**src/nss_pkg.sv**
```systemverilog
// Shared constants, codes and controller/datapath structs for the NFA stepper.
// No dependencies.
package nss_pkg;

	localparam int STATES      = 16;
	localparam int TRANSITIONS = 128;

	localparam int STATE_W  = 4;
	localparam int SYM_W    = 8;
	localparam int SLOT_W   = 7;
	localparam int OP_W     = 2;
	localparam int IN_USE_W = 8;
	localparam int CFG_AW   = 2;
	localparam int CFG_DW   = 16;
	localparam int ENTRY_W  = 2 * STATE_W + SYM_W;

	localparam int TR_AW = (TRANSITIONS > 1) ? $clog2(TRANSITIONS) : 1;
	localparam int CNT_W = $clog2(TRANSITIONS + 1);

	typedef enum logic [OP_W-1:0] {
		OP_WRITE   = 2'd0,
		OP_RESTART = 2'd1,
		OP_SYMBOL  = 2'd2,
		OP_NOP     = 2'd3
	} op_e_t;

	typedef enum logic [CFG_AW-1:0] {
		CFG_INITIAL = 2'd0,
		CFG_FINAL   = 2'd1,
		CFG_IN_USE  = 2'd2
	} cfg_reg_t;

	typedef struct packed {
		logic             accept;
		logic             ram_we;
		logic             restart;
		logic             rd_en;
		logic [TR_AW-1:0] rd_addr;
		logic             eval;
		logic             commit;
		logic             load_out;
	} nss_cmd_t;

	typedef struct packed {
		logic             limit_zero;
		logic [CNT_W-1:0] limit;
	} nss_stat_t;

	function automatic logic [STATES-1:0] state_bit(logic [STATE_W-1:0] s);
		logic [STATES-1:0] m;
		m = '0;
		if (32'(s) < STATES) begin
			m[s] = 1'b1;
		end
		return m;
	endfunction

endpackage

```
**src/nss_if.sv**
```systemverilog
// Channel interfaces: request, response and config write.
// Depends on nss_pkg.
interface nss_req_if;
	import nss_pkg::*;
	logic                valid;
	logic                ready;
	logic [OP_W-1:0]     opcode;
	logic [SLOT_W-1:0]   slot;
	logic [STATE_W-1:0]  from_state;
	logic [STATE_W-1:0]  to_state;
	logic [SYM_W-1:0]    entry_symbol;
	logic [SYM_W-1:0]    symbol;
	modport source (output valid, opcode, slot, from_state, to_state, entry_symbol, symbol,
		input ready);
	modport sink (input valid, opcode, slot, from_state, to_state, entry_symbol, symbol,
		output ready);
endinterface

interface nss_rsp_if;
	import nss_pkg::*;
	logic              valid;
	logic              ready;
	logic [STATES-1:0] active_states;
	logic              accepting;
	logic              dead;
	modport source (output valid, active_states, accepting, dead, input ready);
	modport sink (input valid, active_states, accepting, dead, output ready);
endinterface

interface nss_cfg_if;
	import nss_pkg::*;
	logic              valid;
	logic              ready;
	logic [CFG_AW-1:0] addr;
	logic [CFG_DW-1:0] data;
	modport source (output valid, addr, data, input ready);
	modport sink (input valid, addr, data, output ready);
endinterface

```
**src/nss_ram.sv**
```systemverilog
// Generic single-write, single-read RAM with registered read data.
// No dependencies.
module nss_ram #(
	parameter int WIDTH = 16,
	parameter int DEPTH = 128
) (
	input  logic                                     clk,
	input  logic                                     we,
	input  logic [((DEPTH > 1) ? $clog2(DEPTH) : 1)-1:0] waddr,
	input  logic [WIDTH-1:0]                         wdata,
	input  logic                                     re,
	input  logic [((DEPTH > 1) ? $clog2(DEPTH) : 1)-1:0] raddr,
	output logic [WIDTH-1:0]                         rdata
);
	logic [WIDTH-1:0] mem_q [DEPTH];

	always_ff @(posedge clk) begin
		if (we) begin
			mem_q[waddr] <= wdata;
		end
		if (re) begin
			rdata <= mem_q[raddr];
		end
	end
endmodule

```
**src/nss_ctrl.sv**
```systemverilog
// Controller FSM: accepts items, sequences the table scan, hands off results.
// Depends on nss_pkg.
module nss_ctrl (
	input  logic                  clk,
	input  logic                  arst_n,
	input  logic                  req_valid,
	input  logic [nss_pkg::OP_W-1:0] req_opcode,
	output logic                  req_ready,
	output logic                  rsp_valid,
	input  logic                  rsp_ready,
	input  nss_pkg::nss_stat_t    stat,
	output nss_pkg::nss_cmd_t     cmd
);
	import nss_pkg::*;

	typedef enum logic [1:0] {IDLE, SCAN, DRAIN, EMIT} state_t;

	state_t           state_q;
	logic [CNT_W-1:0] cnt_q;
	logic             eval_q;
	logic             rsp_valid_q;
	logic             accept;
	logic             out_free;
	op_e_t            op;

	assign op        = op_e_t'(req_opcode);
	assign accept    = req_valid && (state_q == IDLE);
	assign out_free  = !rsp_valid_q || rsp_ready;
	assign req_ready = (state_q == IDLE);
	assign rsp_valid = rsp_valid_q;

	always_comb begin
		cmd          = '0;
		cmd.accept   = accept;
		cmd.ram_we   = accept && (op == OP_WRITE);
		cmd.restart  = accept && (op == OP_RESTART);
		cmd.rd_en    = (state_q == SCAN);
		cmd.rd_addr  = cnt_q[TR_AW-1:0];
		cmd.eval     = eval_q;
		cmd.commit   = (state_q == DRAIN);
		cmd.load_out = (state_q == EMIT) && out_free;
	end

	always_ff @(posedge clk or negedge arst_n) begin
		if (!arst_n) begin
			state_q     <= IDLE;
			cnt_q       <= '0;
			eval_q      <= 1'b0;
			rsp_valid_q <= 1'b0;
		end else begin
			eval_q <= (state_q == SCAN);
			if ((state_q == EMIT) && out_free) begin
				rsp_valid_q <= 1'b1;
			end else if (rsp_ready) begin
				rsp_valid_q <= 1'b0;
			end
			unique case (state_q)
				IDLE: begin
					if (accept) begin
						cnt_q <= '0;
						if (op == OP_SYMBOL) begin
							state_q <= stat.limit_zero ? DRAIN : SCAN;
						end else begin
							state_q <= EMIT;
						end
					end
				end
				SCAN: begin
					cnt_q <= cnt_q + CNT_W'(1);
					if ((cnt_q + CNT_W'(1)) == stat.limit) begin
						state_q <= DRAIN;
					end
				end
				DRAIN: begin
					state_q <= EMIT;
				end
				EMIT: begin
					if (out_free) begin
						state_q <= IDLE;
					end
				end
				default: begin
					state_q <= IDLE;
				end
			endcase
		end
	end
endmodule

```
**src/nss_dp.sv**
```systemverilog
// Datapath: config registers, transition table, active set, result register.
// Depends on nss_pkg and nss_ram.
module nss_dp (
	input  logic                         clk,
	input  logic                         arst_n,
	input  nss_pkg::nss_cmd_t            cmd,
	output nss_pkg::nss_stat_t           stat,
	input  logic                         cfg_we,
	input  logic [nss_pkg::CFG_AW-1:0]   cfg_addr,
	input  logic [nss_pkg::CFG_DW-1:0]   cfg_data,
	input  logic [nss_pkg::SLOT_W-1:0]   req_slot,
	input  logic [nss_pkg::STATE_W-1:0]  req_from_state,
	input  logic [nss_pkg::STATE_W-1:0]  req_to_state,
	input  logic [nss_pkg::SYM_W-1:0]    req_entry_symbol,
	input  logic [nss_pkg::SYM_W-1:0]    req_symbol,
	output logic [nss_pkg::STATES-1:0]   out_active_states,
	output logic                         out_accepting,
	output logic                         out_dead
);
	import nss_pkg::*;

	logic [STATE_W-1:0]  initial_q;
	logic [STATES-1:0]   final_q;
	logic [IN_USE_W-1:0] in_use_q;
	logic [SYM_W-1:0]    symbol_q;
	logic [STATES-1:0]   active_q;
	logic                dead_q;
	logic [STATES-1:0]   next_q;
	logic [STATES-1:0]   out_active_q;
	logic                out_accepting_q;
	logic                out_dead_q;

	logic [ENTRY_W-1:0]  rd_data;
	logic [STATE_W-1:0]  e_from;
	logic [STATE_W-1:0]  e_to;
	logic [SYM_W-1:0]    e_sym;
	logic                hit;
	logic [STATES-1:0]   fire_mask;
	logic [STATES-1:0]   next_set;
	logic [STATES-1:0]   init_bit;
	logic [CNT_W-1:0]    limit;
	logic                ram_we;

	always_comb begin
		if (32'(in_use_q) > 32'(TRANSITIONS)) begin
			limit = CNT_W'(TRANSITIONS);
		end else begin
			limit = CNT_W'(in_use_q);
		end
	end
	assign stat.limit      = limit;
	assign stat.limit_zero = (limit == '0);

	assign ram_we = cmd.ram_we && (32'(req_slot) < 32'(TRANSITIONS));

	nss_ram #(
		.WIDTH(ENTRY_W),
		.DEPTH(TRANSITIONS)
	) u_table (
		.clk  (clk),
		.we   (ram_we),
		.waddr(TR_AW'(req_slot)),
		.wdata({req_from_state, req_to_state, req_entry_symbol}),
		.re   (cmd.rd_en),
		.raddr(cmd.rd_addr),
		.rdata(rd_data)
	);

	// entry layout: from | to | symbol
	assign e_from    = rd_data[ENTRY_W-1 -: STATE_W];
	assign e_to      = rd_data[SYM_W +: STATE_W];
	assign e_sym     = rd_data[SYM_W-1:0];
	assign hit       = (|(state_bit(e_from) & active_q)) && (e_sym == symbol_q);
	assign fire_mask = hit ? state_bit(e_to) : '0;
	assign next_set  = next_q | (cmd.eval ? fire_mask : '0);
	assign init_bit  = state_bit(initial_q);

	always_ff @(posedge clk or negedge arst_n) begin
		if (!arst_n) begin
			initial_q <= '0;
			final_q   <= '0;
			in_use_q  <= '0;
			active_q  <= '0;
			dead_q    <= 1'b0;
		end else begin
			if (cfg_we) begin
				unique case (cfg_reg_t'(cfg_addr))
					CFG_INITIAL: initial_q <= cfg_data[STATE_W-1:0];
					CFG_FINAL:   final_q   <= cfg_data[STATES-1:0];
					CFG_IN_USE:  in_use_q  <= cfg_data[IN_USE_W-1:0];
					default: ;
				endcase
			end
			if (cmd.restart) begin
				active_q <= init_bit;
				dead_q   <= (init_bit == '0);
			end else if (cmd.commit) begin
				active_q <= next_set;
				if (next_set == '0) begin
					dead_q <= 1'b1;
				end
			end
		end
	end

	always_ff @(posedge clk) begin
		if (cmd.accept) begin
			symbol_q <= req_symbol;
			next_q   <= '0;
		end else if (cmd.eval) begin
			next_q <= next_q | fire_mask;
		end
		if (cmd.load_out) begin
			out_active_q    <= active_q;
			out_accepting_q <= |(active_q & final_q);
			out_dead_q      <= dead_q;
		end
	end

	assign out_active_states = out_active_q;
	assign out_accepting     = out_accepting_q;
	assign out_dead          = out_dead_q;
endmodule

```
**src/nfa_symbol_stepper.sv**
```systemverilog
// Channel   Dir   Handshake     Payload
// req       in    valid/ready   opcode, slot, from_state, to_state, entry_symbol, symbol
// rsp       out   valid/ready   active_states, accepting, dead
// cfg       in    valid/ready   addr (register index), data
//
// Write, restart and no-op items go from IDLE straight to EMIT; a symbol item
// scans min(transitions_in_use, 128) entries in SCAN, one table entry per cycle
// through the single read port of the transition RAM, then passes DRAIN and EMIT.
// arst_n clears control state, config registers, active set and dead flag;
// the transition table is not cleared. cfg is always ready.
// The next item is taken while a result waits in the output register;
// a stalled rsp holds the block only when a second result is ready.
// Depends on nss_pkg, nss_if, nss_ctrl, nss_dp, nss_ram.
module nfa_symbol_stepper (
	input  logic      clk,
	input  logic      arst_n,
	nss_req_if.sink   req,
	nss_rsp_if.source rsp,
	nss_cfg_if.sink   cfg
);
	import nss_pkg::*;

	nss_cmd_t  cmd;
	nss_stat_t stat;

	assign cfg.ready = 1'b1;

	nss_ctrl u_ctrl (
		.clk       (clk),
		.arst_n    (arst_n),
		.req_valid (req.valid),
		.req_opcode(req.opcode),
		.req_ready (req.ready),
		.rsp_valid (rsp.valid),
		.rsp_ready (rsp.ready),
		.stat      (stat),
		.cmd       (cmd)
	);

	nss_dp u_dp (
		.clk              (clk),
		.arst_n           (arst_n),
		.cmd              (cmd),
		.stat             (stat),
		.cfg_we           (cfg.valid),
		.cfg_addr         (cfg.addr),
		.cfg_data         (cfg.data),
		.req_slot         (req.slot),
		.req_from_state   (req.from_state),
		.req_to_state     (req.to_state),
		.req_entry_symbol (req.entry_symbol),
		.req_symbol       (req.symbol),
		.out_active_states(rsp.active_states),
		.out_accepting    (rsp.accepting),
		.out_dead         (rsp.dead)
	);
endmodule

```
**src/flat_wrapper.sv**
```systemverilog
// flat-port wrapper written by rule: the top's interface ports become plain ports
module nfa_symbol_stepper_flat import nss_pkg::*;
  (clk, arst_n, req_valid, req_opcode, req_slot, req_from_state, req_to_state, req_entry_symbol, req_symbol, req_ready, rsp_valid, rsp_active_states, rsp_accepting, rsp_dead, rsp_ready, cfg_valid, cfg_addr, cfg_data, cfg_ready);
  nss_req_if req_i ();
  nss_rsp_if rsp_i ();
  nss_cfg_if cfg_i ();
  input  logic clk;
  input  logic arst_n;
  input wire logic [$bits(req_i.valid)-1:0] req_valid;
  input wire logic [$bits(req_i.opcode)-1:0] req_opcode;
  input wire logic [$bits(req_i.slot)-1:0] req_slot;
  input wire logic [$bits(req_i.from_state)-1:0] req_from_state;
  input wire logic [$bits(req_i.to_state)-1:0] req_to_state;
  input wire logic [$bits(req_i.entry_symbol)-1:0] req_entry_symbol;
  input wire logic [$bits(req_i.symbol)-1:0] req_symbol;
  output wire logic [$bits(req_i.ready)-1:0] req_ready;
  output wire logic [$bits(rsp_i.valid)-1:0] rsp_valid;
  output wire logic [$bits(rsp_i.active_states)-1:0] rsp_active_states;
  output wire logic [$bits(rsp_i.accepting)-1:0] rsp_accepting;
  output wire logic [$bits(rsp_i.dead)-1:0] rsp_dead;
  input wire logic [$bits(rsp_i.ready)-1:0] rsp_ready;
  input wire logic [$bits(cfg_i.valid)-1:0] cfg_valid;
  input wire logic [$bits(cfg_i.addr)-1:0] cfg_addr;
  input wire logic [$bits(cfg_i.data)-1:0] cfg_data;
  output wire logic [$bits(cfg_i.ready)-1:0] cfg_ready;
  assign req_i.valid = req_valid;
  assign req_i.opcode = req_opcode;
  assign req_i.slot = req_slot;
  assign req_i.from_state = req_from_state;
  assign req_i.to_state = req_to_state;
  assign req_i.entry_symbol = req_entry_symbol;
  assign req_i.symbol = req_symbol;
  assign req_ready = req_i.ready;
  assign rsp_valid = rsp_i.valid;
  assign rsp_active_states = rsp_i.active_states;
  assign rsp_accepting = rsp_i.accepting;
  assign rsp_dead = rsp_i.dead;
  assign rsp_i.ready = rsp_ready;
  assign cfg_i.valid = cfg_valid;
  assign cfg_i.addr = cfg_addr;
  assign cfg_i.data = cfg_data;
  assign cfg_ready = cfg_i.ready;
  nfa_symbol_stepper u_core (.clk(clk), .arst_n(arst_n), .req(req_i), .rsp(rsp_i), .cfg(cfg_i));
endmodule
```
**config.mk**
```make
export PLATFORM = sky130hd
export DESIGN_NAME = nfa_symbol_stepper_flat
export DESIGN_NICKNAME = d
export VERILOG_FILES = /design/src/nss_pkg.sv /design/src/nss_if.sv /design/src/nss_ram.sv /design/src/nss_ctrl.sv /design/src/nss_dp.sv /design/src/nfa_symbol_stepper.sv /design/src/flat_wrapper.sv
export SDC_FILE = /design/constraint.sdc
export NUM_CORES = 2
export LEC_CHECK = 0
export BUFFER_PORTS_ARGS = -buffer_cell sky130_fd_sc_hd__clkbuf_2
export CAP_MARGIN = 20
export CORE_UTILIZATION = 56
export DETAILED_ROUTE_END_ITERATION = 8
export GPL_TIMING_DRIVEN = 1
export PLACE_DENSITY = 0.81
export SETUP_SLACK_MARGIN = 0.3
export SLEW_MARGIN = 20
export SYNTH_ARGS = -nofsm -noshare
export SYNTH_HDL_FRONTEND = slang
export SYNTH_SLANG_ARGS = --single-unit
```
**constraint.sdc**
```tcl
create_clock -name clk -period 5 [get_ports clk]
set_input_delay 0.5 -clock clk [delete_from_list [all_inputs] [get_ports clk]]
set_output_delay 0.5 -clock clk [all_outputs]
set_load 0.05 [all_outputs]
```
### After elaboration in Yosys (flattened, before gate mapping)

Memory sizes are Yosys's and may differ from the RTL's. A register that Yosys moved wholly into a read port is not among the register bits.
Index checks and enable logic that the tools add are counted.

* register bits after elaboration: 99
* RAM bits: 2048
* output and inout bits: 21
* memories kept: 1
* bits of input ports: 56

* multiplexer cells: 26
* reductions and logical operators: 28
* bitwise gates (word level): 4
* equality and inequality tests: 12
* $lt $le $gt $ge: 7
* add/subtract/negate cells: 1

Memories
* u_core.u_dp.u_table.mem_q: words 128, bits a word 16, read ports 1, clocked after Yosys merged registers in 1, wr ports 1, line nss_ram.sv:15 `logic [WIDTH-1:0] mem_q [DEPTH];`

Operator list (number)
* two-way mux 16 bit: 4
* bitwise AND 16 bit: 2
* zero test 16 bit: 2
* OR 16 bit: 2
* OR reduction 16 bit: 2
* equality test 8 bit: 2
* two-way mux 8 bit: 2
* one-hot mux 8 bit (2 select lines): 1
* < comparator 4 x 5 -> 1 bit (second input constant): 3
* demux 1 bit (select 4 bit): 3
* >= comparator 4 x 1 -> 1 bit (second input constant): 3
* two-way mux 1 bit: 10
* two-way mux 2 bit: 5
* AND reduction 2 bit: 5
* adder 8 x 1 -> 8 bit (second input constant): 1
* equality test 2 bit (second input constant): 4
* greater-than comparator 8 bit (second input constant): 1
* logical AND 1 bit: 8
* zero test 8 bit: 1
* one-hot mux 2 bit (4 select lines): 1
* nonzero test 2 bit: 4
* equality test 2 x 1 -> 1 bit (second input constant): 3
* zero test 2 bit: 3
* inequality test 2 x 1 -> 1 bit (second input constant): 2
* other kinds (4): 4

### Longest topological paths before layout

* depth after elaboration: 14
* gate-level depth with buffers: 11

### Hierarchy

Synthesis repeated with hierarchy kept, for this count alone.

* cell total of the unflattened synthesis: 3509
* area total of the unflattened synthesis: 83497.6 um^2

By module, submodules not included
* nss_ram: sequential area each 61979.4 um^2, instances 1, area each 78683.0 um^2, cells an instance 3086
* nss_dp: sequential area each 2227.1 um^2, instances 1, area each 3798.6 um^2, cells an instance 302
* nss_ctrl: sequential area each 300.3 um^2, instances 1, area each 1004.7 um^2, cells an instance 119
* nfa_symbol_stepper: sequential area each 0.0 um^2, instances 1, area each 11.3 um^2, cells an instance 2

### Least setup slack after synthesis

Ideal clock, no wire load.

* path type: register to register
* start point: register u_core.u_ctrl.state_q[0]
* end point: memory u_core.u_dp.u_table.mem_q[127][0], enable pin
* data arrival time: 3044 ps
* path buffers: 1
* cell stages (with the launch flop): 8
* required time: 4611 ps
* period minus slack after synthesis: 3432 ps
* path slack: 1568 ps
* cells stage by stage: dfrtp_1 -> inv_1 -> ha_1 -> nand2_1 -> nor4b_1 -> nand3_1 -> clkbuf_1 -> nor2_1

* word-level cells in the longest chain between the ends: 5

Ends and longest elaborated chain
* start: declaration: line nss_ctrl.sv:18 `state_t state_q;`
* start signal: assignment: line nss_ctrl.sv:62 `state_q <= stat.limit_zero ? DRAIN : SCAN;`
* zero test 2 bit
* named net req_ready: line flat_wrapper.sv:16 `output wire logic [$bits(req_i.ready)-1:0] req_ready;`
* logical AND 1 bit: line nss_ctrl.sv:27 `assign accept = req_valid && (state_q == IDLE);`
* logical AND 1 bit: line nss_ctrl.sv:35 `cmd.ram_we = accept && (op == OP_WRITE);`
* two-way mux 1 bit: line nss_ram.sv:18 `if (we) begin`
* two-way mux 1 bit (implied by the code): line nss_ram.sv:19 `mem_q[waddr] <= wdata;`
* end: declaration: line nss_ram.sv:15

The timed path passes the listed nets, and every way through them passes these cells.

==> flow_summary.ini <==
[final_layout]
fin_nets = 4086
n_fill_cell = 9127
drive_above_1_share = 0.285
final_cell_area_mm2 = 0.0936
area_growth_pct = 12.2

[critical_path]
cp.required_ns = 5.63
crit_fanout = 26
crit_start = u_core.u_ctrl.cnt_q[0]
r2r-start = u_core.u_ctrl.cnt_q[0]
crit_path_max_incr_delay_ns = 0.83
r2r_cells = 9
worstSetupStartpointType = register
rrSetupSlack_ns = 0.94
path_class = reg2reg
critPathCapture = u_core.u_dp.u_table.rdata[3]
critical-path-slowest-cell = dfrtp_4
worstPathArrival_ns = 4.69
endpoint_kind = register
regToRegEndpoint = u_core.u_dp.u_table.rdata[3]
cp_cell_sequence = buf_12, buf_12, buf_12, buf_4, mux4_2, mux2i_1, a32oi_1, nand4_1, a211oi_1
cpMostUsedCell = buf_12

[placement]
post_dp_cell_area_mm2 = 0.0871
gp_congestion = 0.892
port_buffers = 75
dpl_worst_slack_ns = 1.10
hpwl_um = 118000

[sta]
period_share = 0.813
grt_setup_unrepaired = no
drv_slew = 0
fin_crit_ns = 4.06
finalSetupTns_ns = 0
skew_ns = 0.0464
slew_headroom = 0.230
hold_viol_final = 0
clock.fmax_mhz = 246
worst_slew_pin_slew_ns = 1.15
finalWorstSetupSlack_ns = 0.936
finalSetupViolCount = 0

[logic_synthesis]
synth_most_common_cell = edfxtp_1
synth_top_area_share = 0.753
synth-seq-cells = 2163
synthTopCellsByCount = edfxtp_1 (2090), mux4_2 (586), nor2_1 (168)
synthesis.instances = 3693
syn_area_mm2 = 0.0834
synth_edf_count = 2090
synth_flop_cell = edfxtp_1
ys_warn_count = 0
ys_seq_area_frac = 0.774
synth_top_family_by_area = multiplexers
synth_top_area_cell = edfxtp_1
async_flop_share = 0.0264
synthTopCellsByArea = edfxtp_1 (75%), mux4_2 (16%), dfrtp_1 (1.7%), mux2i_1 (0.97%), nor2_1 (0.76%)
synth-compound-area-share = 0.0170
synth_area_per_cell_um2 = 22.6
synthAdderAreaFrac = 0.000750
synthMuxAreaShare = 0.172
synth-simple-area-share = 0.0227
synthXorXnorAreaFrac = 0.00153
synth.distinct_cells = 69
syn_nets = 3754

[clock_tree]
cts_resized = 0
tritoncts = yes
clock_latency_ns = 0.85
cts_root_buffer = clkbuf_16
cts.clk_slew.worst_paths_ns = 0.06
numCtsBuffers = 198
h-tree-depth = 4
clock-sinks = 2163
cts.path.max_buffers = 3

[grt]
grt_util_met3 = 0.0642
gr-usage-met2 = 0.459
met1_usage = 0.372
grt_max_degree = 114
gr-total-overflow = 0
top_usage_layer = met2
grt_pass1_wl_um = 301000
antenna_found_initial = 12
grt_util_all_layers = 0.282
grt_pass1_vias = 42100

[power_and_ir_drop]
p_sw_w = 0.0123
irDropWorstVdd_uv = 458
pwr-share-comb = 0.214
seqPwrFrac = 0.461
p_leak_nw = 29.5
power_density_mw_per_mm2 = 479
swShare = 0.275
clkPwrFrac = 0.326
internal_power_w = 0.0325

[drt]
vias_per_cell = 6.90
wl_per_cell_um = 34.5
route.detailed.drc = 0
first_iter_violations = 6505
drtAntennaViolNets = 0
finalWirelength_um = 211000
vias = 42300
dr.pass1.iters = 9

[die]
rows = 141
die_width_um = 388
core_area_mm2 = 0.148
die_h_um = 388
die-area_mm2 = 0.150
io_pins = 77
start_util = 0.564

[worst_hold_path]
min_path_type = in2reg

[run]
maxCapViolations = 0

[outcome]
status = completed
-- stage by stage --
step | total power, W | hold slack (ns) | std cells | util
2_1_floorplan | 0.0275 | 0.204 | 3693 | -
3_3_place_gp | 0.0302 | 0.466 | 5728 | 0.589
3_5_place_dp | 0.0303 | 0.478 | 5728 | 0.589
4_1_cts | 0.0448 | 0.0338 | 6121 | 0.633
5_1_grt | 0.0459 | 0.0970 | 6123 | 0.633
6_report | 0.0448 | 0.0920 | 6126 | 0.633
-- cells by family (layout without fill, tap and decap cells) --
group / count (synthesis) / count (layout)
buffers and inverters: 197 / 697
flip-flops: 2163 / 2163
adder cells (fa/ha/maj): 5 / 5
multiplexers: 696 / 696
AND/OR/NAND/NOR: 427 / 427
AO/OA/AOI/OAI: 191 / 191
other: 1 / 4
XOR/XNOR: 13 / 13
-- critical path, delay by kind of cell (launching register included) --
kind                   cells  cell delay, ns
and+or+nand+nor            1            0.59
muxes                      2            0.38
DFF                        1            0.83
buffers and inverters      4            1.14
AOI/OAI and AO/OA          2            0.83
-- power groups by stage --
stage               clock network [W]  registers (W)  logic (W)
global route                   0.0153         0.0206    0.00996
finish                         0.0146         0.0206    0.00957
floorplan                           0         0.0209    0.00653
global placement                    0         0.0210    0.00918
CTS                            0.0147         0.0206    0.00954
detailed placement                  0         0.0210    0.00933
-- worst min path at each step --
stage / from / endpoint / slack (ns) / cells after the start
after floorplan: arst_n / u_core.u_ctrl.cnt_q[0] / 0.20 / 0
after global placement: u_core.u_dp.next_q[1] / u_core.u_dp.next_q[1] / 0.47 / 2
after detailed placement: u_core.u_dp.next_q[1] / u_core.u_dp.next_q[1] / 0.48 / 2
after CTS: req_valid / u_core.u_ctrl.cnt_q[7] / 0.03 / 4
after global routing: req_to_state[3] / u_core.u_dp.u_table.mem_q[104][11] / 0.1 / 1
final: req_valid / u_core.u_ctrl.cnt_q[7] / 0.09 / 4
-- cell usage in the layout, fill, tap and decap left out, types with 11 or more instances in the layout --
master            n
nor2b_1          15
clkinv_2         33
edfxtp_1       2090
clkinv_1         58
a32oi_1          56
mux4_2          586
clkbuf_1         47
a31oi_1          14
a21oi_1          26
clkbuf_2         59
mux2_2           28
nand4_1          18
buf_4           219
mux2i_1          81
dfrtp_1          52
nand3_1          14
a211oi_1         25
dfxtp_1          16
dlygate4sd3_1    25
o21ai_0          11
nor3_1           24
buf_12           19
nand2_1         147
nor2_1          164
o22ai_1          20
clkbuf_16       201
-- state kept, by name, summed over array words and instances, names as in the netlist, 2 cells and up --
signal,count
u_core.u_ctrl.cnt_q,8
u_core.u_ctrl.state_q,2
u_core.u_dp.active_q,16
u_core.u_dp.final_q,16
u_core.u_dp.in_use_q,8
u_core.u_dp.initial_q,4
u_core.u_dp.next_q,16
u_core.u_dp.out_active_states,16
u_core.u_dp.symbol_q,8
u_core.u_dp.u_table.mem_q,2048
u_core.u_dp.u_table.rdata,16
-- layout make-up --
type | instances | area [µm²] | area share
clock inverter | 117 | 930 | 0.00993
multi-input combinational | 1333 | 17900 | 0.191
sequential | 2163 | 64500 | 0.689
clock buffer | 251 | 5250 | 0.0561
inverter | 7 | 33.8 | 0.000361
timing repair buffer | 322 | 2570 | 0.0275
tap | 1930 | 2410 | 0.0258
antenna | 3 | 7.51 | 0.0000802
-- per-layer routing --
| layer | routed length, µm | up-vias |
|---|---|---|
| met5 | 108 | - |
| met4 | 9390 | 16 |
| met3 | 24500 | 546 |
| met2 | 104000 | 3419 |
| met1 | 72800 | 21900 |
| li1 | - | 16300 |
-- timing repair --
action                                 4_1_cts  5_1_grt
setup endpoints to repair                    0        0
hold buffers                                25        0
buffers inserted                             0        0
endpoints found under the hold margin       93        0
No activity file was read; power rests on OpenSTA's default activity.
